## config.mk

```make
export PLATFORM = sky130hd
export DESIGN_NAME = char_lcd_nibble_write_sequencer
export DESIGN_NICKNAME = d
export VERILOG_FILES = /design/src/design/lcdseq_pkg.sv /design/src/design/lcdseq_urom.sv /design/src/design/lcdseq_bcd.sv /design/src/design/char_lcd_nibble_write_sequencer.sv
export SDC_FILE = /design/constraint.sdc
export NUM_CORES = 1
export LEC_CHECK = 0
export BUFFER_PORTS_ARGS = -buffer_cell sky130_fd_sc_hd__buf_4
export CAP_MARGIN = 25
export CORE_MARGIN = 2
export CORE_UTILIZATION = 62
export DETAILED_ROUTE_END_ITERATION = 8
export GPL_ROUTABILITY_DRIVEN = 0
export HOLD_SLACK_MARGIN = 0.02
export PLACE_DENSITY = 0.81
export RECOVER_POWER = 100
export SETUP_SLACK_MARGIN = 0.4
export SYNTH_ARGS = -nofsm -noshare
export SYNTH_HDL_FRONTEND = slang
export SYNTH_SLANG_ARGS = --single-unit
```

## constraint.sdc

```tcl
create_clock -name aclk -period 3.8 [get_ports aclk]
set_clock_uncertainty 0.05 [all_clocks]
set_input_delay 0.38 -clock aclk [delete_from_list [all_inputs] [get_ports aclk]]
set_output_delay 0.38 -clock aclk [all_outputs]
set_load 0.02 [all_outputs]
```

## src/design/lcdseq_pkg.sv

```systemverilog
package lcdseq_pkg;

    // Command codes on the input func field
    localparam logic [2:0] FUNC_RAW    = 3'd0;
    localparam logic [2:0] FUNC_CHAR   = 3'd1;
    localparam logic [2:0] FUNC_CLEAR  = 3'd2;
    localparam logic [2:0] FUNC_CURSOR = 3'd3;
    localparam logic [2:0] FUNC_VALUE  = 3'd4;
    localparam logic [2:0] FUNC_INIT   = 3'd5;

    // Configuration register indexes
    localparam int          CFG_IDX_W       = 2;
    localparam logic [1:0]  CFG_BIT_HOLD    = 2'd0;
    localparam logic [1:0]  CFG_CHAR_HOLD   = 2'd1;
    localparam logic [1:0]  CFG_INSTR_HOLD  = 2'd2;

    localparam logic [15:0] BIT_HOLD_RST    = 16'd2;
    localparam logic [15:0] CHAR_HOLD_RST   = 16'd200;
    localparam logic [15:0] INSTR_HOLD_RST  = 16'd1000;

    // Line base addresses and the ASCII digit high nibble
    localparam logic [7:0]  LINE0_BASE      = 8'h80;
    localparam logic [7:0]  LINE1_BASE      = 8'hC0;
    localparam logic [3:0]  ASCII_DIGIT_HI  = 4'h3;

    // Microprogram address width and entry points
    localparam int          UADDR_W         = 4;
    localparam logic [3:0]  UA_RAW          = 4'd0;
    localparam logic [3:0]  UA_CHAR         = 4'd1;
    localparam logic [3:0]  UA_CLEAR        = 4'd2;
    localparam logic [3:0]  UA_CURSOR       = 4'd4;
    localparam logic [3:0]  UA_VALUE        = 4'd5;
    localparam logic [3:0]  UA_INIT         = 4'd8;

    typedef enum logic [2:0] {
        SRC_CONST,
        SRC_DATA,
        SRC_CURSOR,
        SRC_HUND,
        SRC_TENS,
        SRC_UNITS
    } src_t;

    typedef enum logic [1:0] {
        REST_ZERO,
        REST_CHAR,
        REST_INSTR
    } rest_t;

    typedef enum logic [2:0] {
        PH_HI_EN,
        PH_HI,
        PH_LO_EN,
        PH_LO,
        PH_REST
    } phase_t;

    // One control word: one byte sent to the display
    typedef struct packed {
        src_t                 src;
        logic [7:0]           const_byte;
        logic                 rs;
        rest_t                rest;
        logic                 wait_digits;
        logic                 last;
        logic                 jump;
        logic [UADDR_W-1:0]   target;
    } ucw_t;

    // Digit converter handshake
    typedef struct packed {
        logic       done;
        logic [3:0] hund;
        logic [3:0] tens;
        logic [3:0] units;
    } digits_t;

    // Entry address of each command's microroutine
    function automatic logic [UADDR_W-1:0] entry_addr(input logic [2:0] func);
        logic [UADDR_W-1:0] a;
        a = UA_RAW;
        case (func)
            FUNC_RAW:    a = UA_RAW;
            FUNC_CHAR:   a = UA_CHAR;
            FUNC_CLEAR:  a = UA_CLEAR;
            FUNC_CURSOR: a = UA_CURSOR;
            FUNC_VALUE:  a = UA_VALUE;
            FUNC_INIT:   a = UA_INIT;
            default:     a = UA_RAW;
        endcase
        return a;
    endfunction

endpackage

```

## src/design/lcdseq_urom.sv

```systemverilog
module lcdseq_urom (
    input  logic [lcdseq_pkg::UADDR_W-1:0] addr,
    output lcdseq_pkg::ucw_t               ucw
);
    import lcdseq_pkg::*;

    function automatic ucw_t mk(input src_t src, input logic [7:0] cb, input logic rs,
                                input rest_t rest, input logic wd, input logic last,
                                input logic jump, input logic [UADDR_W-1:0] tgt);
        ucw_t w;
        w.src         = src;
        w.const_byte  = cb;
        w.rs          = rs;
        w.rest        = rest;
        w.wait_digits = wd;
        w.last        = last;
        w.jump        = jump;
        w.target      = tgt;
        return w;
    endfunction

    // Microprogram: one word per byte, init falls into the clear routine
    always_comb begin
        case (addr)
            4'd0:    ucw = mk(SRC_DATA,   8'h00, 1'b0, REST_ZERO,  1'b0, 1'b1, 1'b0, UA_RAW);
            4'd1:    ucw = mk(SRC_DATA,   8'h00, 1'b1, REST_CHAR,  1'b0, 1'b1, 1'b0, UA_RAW);
            4'd2:    ucw = mk(SRC_CONST,  8'h01, 1'b0, REST_INSTR, 1'b0, 1'b0, 1'b0, UA_RAW);
            4'd3:    ucw = mk(SRC_CONST,  8'h02, 1'b0, REST_INSTR, 1'b0, 1'b1, 1'b0, UA_RAW);
            4'd4:    ucw = mk(SRC_CURSOR, 8'h00, 1'b0, REST_ZERO,  1'b0, 1'b1, 1'b0, UA_RAW);
            4'd5:    ucw = mk(SRC_HUND,   8'h00, 1'b1, REST_CHAR,  1'b1, 1'b0, 1'b0, UA_RAW);
            4'd6:    ucw = mk(SRC_TENS,   8'h00, 1'b1, REST_CHAR,  1'b1, 1'b0, 1'b0, UA_RAW);
            4'd7:    ucw = mk(SRC_UNITS,  8'h00, 1'b1, REST_CHAR,  1'b1, 1'b1, 1'b0, UA_RAW);
            4'd8:    ucw = mk(SRC_CONST,  8'h33, 1'b0, REST_INSTR, 1'b0, 1'b0, 1'b0, UA_RAW);
            4'd9:    ucw = mk(SRC_CONST,  8'h32, 1'b0, REST_INSTR, 1'b0, 1'b0, 1'b0, UA_RAW);
            4'd10:   ucw = mk(SRC_CONST,  8'h2C, 1'b0, REST_INSTR, 1'b0, 1'b0, 1'b0, UA_RAW);
            4'd11:   ucw = mk(SRC_CONST,  8'h06, 1'b0, REST_INSTR, 1'b0, 1'b0, 1'b0, UA_RAW);
            4'd12:   ucw = mk(SRC_CONST,  8'h0C, 1'b0, REST_INSTR, 1'b0, 1'b0, 1'b1, UA_CLEAR);
            default: ucw = mk(SRC_CONST,  8'h00, 1'b0, REST_ZERO,  1'b0, 1'b1, 1'b0, UA_RAW);
        endcase
    end

endmodule

```

## src/design/lcdseq_bcd.sv

```systemverilog
module lcdseq_bcd (
    input  logic                aclk,
    input  logic                aresetn,
    input  logic                start,
    input  logic [15:0]         value,
    output lcdseq_pkg::digits_t digits
);
    import lcdseq_pkg::*;

    logic [15:0] bin_reg,  bin_next;
    logic [11:0] bcd_reg,  bcd_next;
    logic [4:0]  cnt_reg,  cnt_next;
    logic        done_reg, done_next;
    logic [11:0] adj;

    // Add three to each digit of five or more, then shift in one bit
    always_comb begin
        for (int d = 0; d < 3; d++) begin
            adj[d*4 +: 4] = (bcd_reg[d*4 +: 4] >= 4'd5) ?
                            bcd_reg[d*4 +: 4] + 4'd3 : bcd_reg[d*4 +: 4];
        end
    end

    always_comb begin
        bin_next  = bin_reg;
        bcd_next  = bcd_reg;
        cnt_next  = cnt_reg;
        done_next = done_reg;
        if (start) begin
            bin_next  = value;
            bcd_next  = '0;
            cnt_next  = '0;
            done_next = 1'b0;
        end else if (!done_reg) begin
            bcd_next  = {adj[10:0], bin_reg[15]};
            bin_next  = {bin_reg[14:0], 1'b0};
            cnt_next  = cnt_reg + 5'd1;
            done_next = (cnt_reg == 5'd15);
        end
    end

    always_ff @(posedge aclk) begin
        if (!aresetn) begin
            done_reg <= 1'b1;
            cnt_reg  <= '0;
        end else begin
            done_reg <= done_next;
            cnt_reg  <= cnt_next;
        end
        bin_reg <= bin_next;
        bcd_reg <= bcd_next;
    end

    assign digits.done  = done_reg;
    assign digits.hund  = bcd_reg[11:8];
    assign digits.tens  = bcd_reg[7:4];
    assign digits.units = bcd_reg[3:0];

endmodule

```

## src/design/char_lcd_nibble_write_sequencer.sv

```systemverilog
// Character LCD 4-bit write sequencer.
// Input channel (s_*): one command per request. Func 0..5 selects raw
// instruction, data character, clear and home, cursor move, three-digit
// value display or the power-up initialise sequence; func 6 and 7 are
// accepted and produce nothing.
// Output channel (m_*): one request per bus phase. Each byte becomes five
// phases (high nibble E high / E low, low nibble E high / E low, rest
// phase with RS set). m_last marks the final phase of a command.
// Configuration: cfg_wr_en writes cfg_data into bit_hold (0), char_hold
// (1) or instr_hold (2); other indexes are ignored. Write only when idle.
// Timing: the microcode step counter issues one phase per cycle into the
// output register while neither m_ready nor the BCD converter holds it;
// a command has 5 to 35 phases. Value display first waits for the serial
// BCD converter, which starts when the command is taken. s_ready returns
// high in the cycle after the final phase is loaded, so the next command
// overlaps delivery of that phase.
// A stalled m_ready holds the current phase and freezes the sequencer.
// Reset clears the sequencer and output valid and loads the hold
// registers with 2, 200 and 1000.
module char_lcd_nibble_write_sequencer (
    input  logic        aclk,
    input  logic        aresetn,
    input  logic        s_valid,
    output logic        s_ready,
    input  logic [2:0]  s_func,
    input  logic [7:0]  s_data_byte,
    input  logic        s_row,
    input  logic [5:0]  s_column,
    input  logic [15:0] s_value,
    output logic        m_valid,
    input  logic        m_ready,
    output logic [3:0]  m_bus_nibble,
    output logic        m_reg_select,
    output logic        m_enable,
    output logic [15:0] m_hold_ticks,
    output logic        m_last,
    input  logic        cfg_wr_en,
    input  logic [lcdseq_pkg::CFG_IDX_W-1:0] cfg_index,
    input  logic [15:0] cfg_data
);
    import lcdseq_pkg::*;

    logic [15:0]        bit_hold_reg,   bit_hold_next;
    logic [15:0]        char_hold_reg,  char_hold_next;
    logic [15:0]        instr_hold_reg, instr_hold_next;

    logic               busy_reg,  busy_next;
    logic [UADDR_W-1:0] upc_reg,   upc_next;
    phase_t             phase_reg, phase_next;
    logic [7:0]         data_reg,  data_next;
    logic [7:0]         cursor_reg, cursor_next;

    logic               mv_reg,    mv_next;
    logic [3:0]         nib_reg,   nib_next;
    logic               rs_reg,    rs_next;
    logic               en_reg,    en_next;
    logic [15:0]        hold_reg,  hold_next;
    logic               last_reg,  last_next;

    logic               accept;
    logic               func_ok;
    logic               out_free;
    logic               step;
    ucw_t               ucw;
    digits_t            digits;
    logic [7:0]         cur_byte;
    logic [15:0]        rest_hold;

    assign s_ready  = !busy_reg;
    assign accept   = s_valid && s_ready;
    assign func_ok  = (s_func inside {[FUNC_RAW:FUNC_INIT]});
    assign out_free = !mv_reg || m_ready;
    assign step     = busy_reg && out_free && (!ucw.wait_digits || digits.done);

    lcdseq_urom u_urom (
        .addr (upc_reg),
        .ucw  (ucw)
    );

    lcdseq_bcd u_bcd (
        .aclk    (aclk),
        .aresetn (aresetn),
        .start   (accept),
        .value   (s_value),
        .digits  (digits)
    );

    // Configuration writes
    always_comb begin
        bit_hold_next   = bit_hold_reg;
        char_hold_next  = char_hold_reg;
        instr_hold_next = instr_hold_reg;
        if (cfg_wr_en) begin
            case (cfg_index)
                CFG_BIT_HOLD:   bit_hold_next   = cfg_data;
                CFG_CHAR_HOLD:  char_hold_next  = cfg_data;
                CFG_INSTR_HOLD: instr_hold_next = cfg_data;
                default: ;
            endcase
        end
    end

    // Select the byte for the current control word
    always_comb begin
        case (ucw.src)
            SRC_CONST:  cur_byte = ucw.const_byte;
            SRC_DATA:   cur_byte = data_reg;
            SRC_CURSOR: cur_byte = cursor_reg;
            SRC_HUND:   cur_byte = {ASCII_DIGIT_HI, digits.hund};
            SRC_TENS:   cur_byte = {ASCII_DIGIT_HI, digits.tens};
            SRC_UNITS:  cur_byte = {ASCII_DIGIT_HI, digits.units};
            default:    cur_byte = ucw.const_byte;
        endcase
    end

    always_comb begin
        case (ucw.rest)
            REST_ZERO:  rest_hold = '0;
            REST_CHAR:  rest_hold = char_hold_reg;
            REST_INSTR: rest_hold = instr_hold_reg;
            default:    rest_hold = '0;
        endcase
    end

    // Sequencer: take a command, then advance phase and step counter
    always_comb begin
        busy_next   = busy_reg;
        upc_next    = upc_reg;
        phase_next  = phase_reg;
        data_next   = data_reg;
        cursor_next = cursor_reg;
        if (accept) begin
            busy_next   = func_ok;
            upc_next    = entry_addr(s_func);
            phase_next  = PH_HI_EN;
            data_next   = s_data_byte;
            cursor_next = (s_row ? LINE1_BASE : LINE0_BASE) + {2'b00, s_column};
        end else if (step) begin
            if (phase_reg == PH_REST) begin
                phase_next = PH_HI_EN;
                if (ucw.last) begin
                    busy_next = 1'b0;
                end else if (ucw.jump) begin
                    upc_next = ucw.target;
                end else begin
                    upc_next = upc_reg + UADDR_W'(1);
                end
            end else begin
                phase_next = phase_t'(phase_reg + 3'd1);
            end
        end
    end

    // Output register: load a phase, drop valid once taken
    always_comb begin
        mv_next   = mv_reg && !m_ready;
        nib_next  = nib_reg;
        rs_next   = rs_reg;
        en_next   = en_reg;
        hold_next = hold_reg;
        last_next = last_reg;
        if (step) begin
            mv_next   = 1'b1;
            rs_next   = ucw.rs;
            hold_next = bit_hold_reg;
            last_next = 1'b0;
            case (phase_reg)
                PH_HI_EN: begin nib_next = cur_byte[7:4]; en_next = 1'b1; end
                PH_HI:    begin nib_next = cur_byte[7:4]; en_next = 1'b0; end
                PH_LO_EN: begin nib_next = cur_byte[3:0]; en_next = 1'b1; end
                PH_LO:    begin nib_next = cur_byte[3:0]; en_next = 1'b0; end
                PH_REST: begin
                    nib_next  = '0;
                    en_next   = 1'b0;
                    rs_next   = 1'b1;
                    hold_next = rest_hold;
                    last_next = ucw.last;
                end
                default: begin nib_next = '0; en_next = 1'b0; end
            endcase
        end
    end

    always_ff @(posedge aclk) begin
        if (!aresetn) begin
            bit_hold_reg   <= BIT_HOLD_RST;
            char_hold_reg  <= CHAR_HOLD_RST;
            instr_hold_reg <= INSTR_HOLD_RST;
            busy_reg       <= 1'b0;
            upc_reg        <= UA_RAW;
            phase_reg      <= PH_HI_EN;
            mv_reg         <= 1'b0;
        end else begin
            bit_hold_reg   <= bit_hold_next;
            char_hold_reg  <= char_hold_next;
            instr_hold_reg <= instr_hold_next;
            busy_reg       <= busy_next;
            upc_reg        <= upc_next;
            phase_reg      <= phase_next;
            mv_reg         <= mv_next;
        end
        data_reg   <= data_next;
        cursor_reg <= cursor_next;
        nib_reg    <= nib_next;
        rs_reg     <= rs_next;
        en_reg     <= en_next;
        hold_reg   <= hold_next;
        last_reg   <= last_next;
    end

    assign m_valid      = mv_reg;
    assign m_bus_nibble = nib_reg;
    assign m_reg_select = rs_reg;
    assign m_enable     = en_reg;
    assign m_hold_ticks = hold_reg;
    assign m_last       = last_reg;

`ifndef SYNTH
    a_start_busy: assert property (@(posedge aclk) disable iff (!aresetn)
        accept && func_ok |=> busy_reg)
        else $error("valid command did not start the sequencer");

    a_rest_shape: assert property (@(posedge aclk) disable iff (!aresetn)
        step && phase_reg == PH_REST |=> !m_enable && m_reg_select && m_bus_nibble == 4'h0)
        else $error("rest phase has wrong pin levels");

    a_digits_ready: assert property (@(posedge aclk) disable iff (!aresetn)
        step && ucw.wait_digits |-> digits.done)
        else $error("digit byte sent before conversion finished");

    a_last_idle: assert property (@(posedge aclk) disable iff (!aresetn)
        step && phase_reg == PH_REST && ucw.last |=> !busy_reg && m_last)
        else $error("final phase did not end the command");
`endif

endmodule

```

==> impl_metrics.tcl <==
set metrics [dict create \
    grt_pass1_wl_um 24080 \
    drt_drc_violations_left 0 \
    grt_max_degree 45 \
    syn-cell-area_um2 6305 \
    finalMaxSlewViolations 45 \
    clkLatencyLatePin_ps 520 \
    ys.flop_type "dfxtp_1" \
    rsz0062_at_grt "no" \
    ys_seq_elements 143 \
    drive_above_1_share_pct 12.40 \
    die_y_um 104.8 \
    async_reset_ff_share_pct 0 \
    slew_headroom_pct -34.28 \
    synth_area_leaders "dfxtp_1, edfxtp_1, nand2_1" \
    nNetsFinal 849 \
    tightest_slew_ps 2014 \
    maxClockFrequency_ghz 0.3239 \
    r2r_start "busy_reg$_SDFFE_PN0P_" \
    cp.arrival_ps 3450 \
    min_period_ps 3087 \
    critPathLaunchType "register" \
    seq_area_frac_synth_pct 53.98 \
    ioPinCount 82 \
    placement.io_buffers 81 \
    violations "capacitance limit, slew limit" \
    numCtsBuffers 17 \
    p_leak_nw 2.975 \
    hold_path_class "primary input to register" \
    final_cells 915 \
    cts-root-buf "clkbuf_8" \
    synth_fp_nets 760 \
    vias_per_cell 5.817 \
    cp_max_fo 18 \
    crit_required_ps 4160 \
    holdPathStages 3 \
    rows 36 \
    dieArea_um2 10990 \
    ctsResizeCount 0 \
    first_global_vias 5004 \
    status "finished with violations" \
    clk_pin_slew_ps 60 \
    hold_viol 0 \
    antenna_cells 0 \
    synth_edf_count 54 \
    synth_cell_types 54 \
    synth_largest_area_cell "dfxtp_1" \
    powerDensity_nw_per_um2 479.8 \
    h-tree-depth 4 \
    cts.path.max_buffers 2 \
    wl_per_cell_um 16.20 \
    syn_to_final_growth_pct 20.12 \
    drt-total-wl_um 14820 \
    initial_core_util_pct 64.21 \
    drt_iter0_drc 414 \
    worstSetupPathType "register to register" \
    synth_top_area_share_pct 28.26 \
    cp-end-kind "register" \
    placed_cells 865 \
    synth_warnings 0 \
    hold_slack_ps 40.08 \
    finalSetupViolCount 0 \
    regArea_um2 3403 \
    cts_tree "yes" \
    ant_nets 0 \
    vias 5323 \
    r2r_end "u_urom.ucw[19]$_SDFF_PP0_" \
    r2r.worst_path.cells 7 \
    coreArea_um2 9819 \
    min_to "bit_hold_reg[1]$_SDFFE_PN1P_" \
    grt_antenna_before_repair 0 \
    multiInputGateArea_um2 2663 \
    first_pass_iters 6 \
    syn_inst 680 \
    fin_crit_sh_pct 81.24 \
    grt_overflow_total 0 \
    finalSetupTns_ps 0 \
    vdd_drop_max_uv 303.6 \
    min-delay-start "cfg_data[1]" \
    drv_cap 1 \
    reg2reg_setup_slack_ps 710 \
    num-fill-cells 723 \
    avgSynthCellArea_um2 9.272 \
    die_x_um 104.8 \
    grt_use_total_pct 27.38 \
    cts.sinks 143 \
    dp_hpwl_um 9245 \
]
[cell usage after synthesis (2+ instances only)]
library cell  number
nor2b_1            8
ha_1              23
a31oi_1            3
a211o_1            3
inv_1             24
o22ai_1            4
nor2_1            47
a21oi_1           66
xnor2_1            6
o21ai_0           32
and3b_1            2
buf_1              8
o211ai_1           2
dfxtp_1           89
nand3b_1           7
and3_1             4
a22oi_1           25
o221ai_1           2
clkbuf_1          25
nand2_1          171
mux2i_1            5
nand3_1           13
a211oi_1           2
nor3b_1            5
edfxtp_1          54
a221oi_1           3
and2_1             2
xor2_1             2
nor3_1             5
a21o_1             2
nand2b_1          11
nand4b_1           3
[final cells by class]
class / instances / area share, %
Clock buffer: 19 / 5.700
Tap cell: 133 / 2.197
Timing Repair Buffer: 104 / 9.268
Sequential cell: 143 / 44.94
Inverter: 25 / 1.239
Multi-Input combinational cell: 478 / 35.16
Clock inverter: 13 / 1.503
[routing by layer]
| layer | track usage (%) | up-vias | part of all wire, % |
|---|---|---|---|
| met1 | 36.30 | 2497 | 41 |
| met2 | 44.53 | 259 | 48 |
| met4 | 9.524 | 0 | 1.5 |
| li1 | - | 2537 | - |
| met5 | 0 | - | 0 |
| met3 | 5.926 | 30 | 9.1 |
[critical path, cell delays in order, from the launching register on]
cell and delay (ps):
dfxtp_1 380, nand2b_1 370, clkbuf_1 600, inv_2 200, a32o_1 350, nor2_1 540, nor2_1 180, and3_1 310
[logic make-up (layout without fill, tap and decap cells)]
group	count (synthesis)	after routing	share of synthesized area, %
and+or+nand+nor	290	290	21.00
DFF	143	143	53.98
adders and majority gates	23	23	4.564
buffers and inverters	59	161	3.632
AOI/OAI and AO/OA	151	151	14.75
muxes	6	6	0.9724
xor gates and xnor gates	8	8	1.111
[what timing repair did]
item	4_1_cts	5_1_grt
hold endpoints to repair	16	0
hold buffers	16	0
buffers inserted	0	0
setup endpoints to repair	0	0
[through the flow]
step | utilization, % | cell area [um^2] | total power, W | setup slack, ps
5_1_grt | 77.13 | 7574 | 0.003764 | 501.7
4_1_cts | 78.29 | 7687 | 0.003656 | 1019
6_report | 77.13 | 7574 | 0.003633 | 712.9
2_1_floorplan | - | 6305 | 0.001991 | 1336
3_3_place_gp | 71.10 | 6982 | 0.002121 | 1232
3_5_place_dp | 71.10 | 6982 | 0.002140 | 1104
[power by group]
part / switching [W] / internal [W] / leakage (nW)
registers: 0.0000423 / 0.00169 / 1.24
logic: 0.000240 / 0.000146 / 1.47
clock network: 0.000631 / 0.000884 / 0.258
[worst max path at each step]
stage                                         start                        end  slack [ps]  depth (start not counted)
after global routing          busy_reg$_SDFFE_PN0P_  u_urom.ucw[19]$_SDFF_PP0_         500                          7
final                         busy_reg$_SDFFE_PN0P_  u_urom.ucw[19]$_SDFF_PP0_         710                          7
after CTS                 phase_reg[0]$_SDFFE_PP0P_      u_urom.ucw[8]$_DFF_P_        1020                         12
after detailed placement  phase_reg[0]$_SDFFE_PP0P_      u_urom.ucw[8]$_DFF_P_        1100                         12
after global placement    phase_reg[0]$_SDFFE_PP0P_      u_urom.ucw[8]$_DFF_P_        1230                         12
after floorplan           phase_reg[0]$_SDFFE_PP0P_      u_urom.ucw[5]$_DFF_P_        1340                         12
[cell usage in the layout, fill, tap and decap left out, drive strengths merged, types with 4 or more instances in the layout]
cell / n
nand2: 171
dfxtp: 89
a21oi: 66
clkbuf: 66
edfxtp: 54
nor2: 48
buf: 41
o21ai: 32
inv: 27
a22oi: 25
ha: 23
dlygate4sd3: 16
nand3: 13
nand2b: 12
nor2b: 8
nand3b: 7
nor3: 7
xnor2: 6
clkinv: 6
nor3b: 5
mux2i: 5
and3: 4
o22ai: 4
clkinvlp: 4
Power figures use the tool's default switching activity.
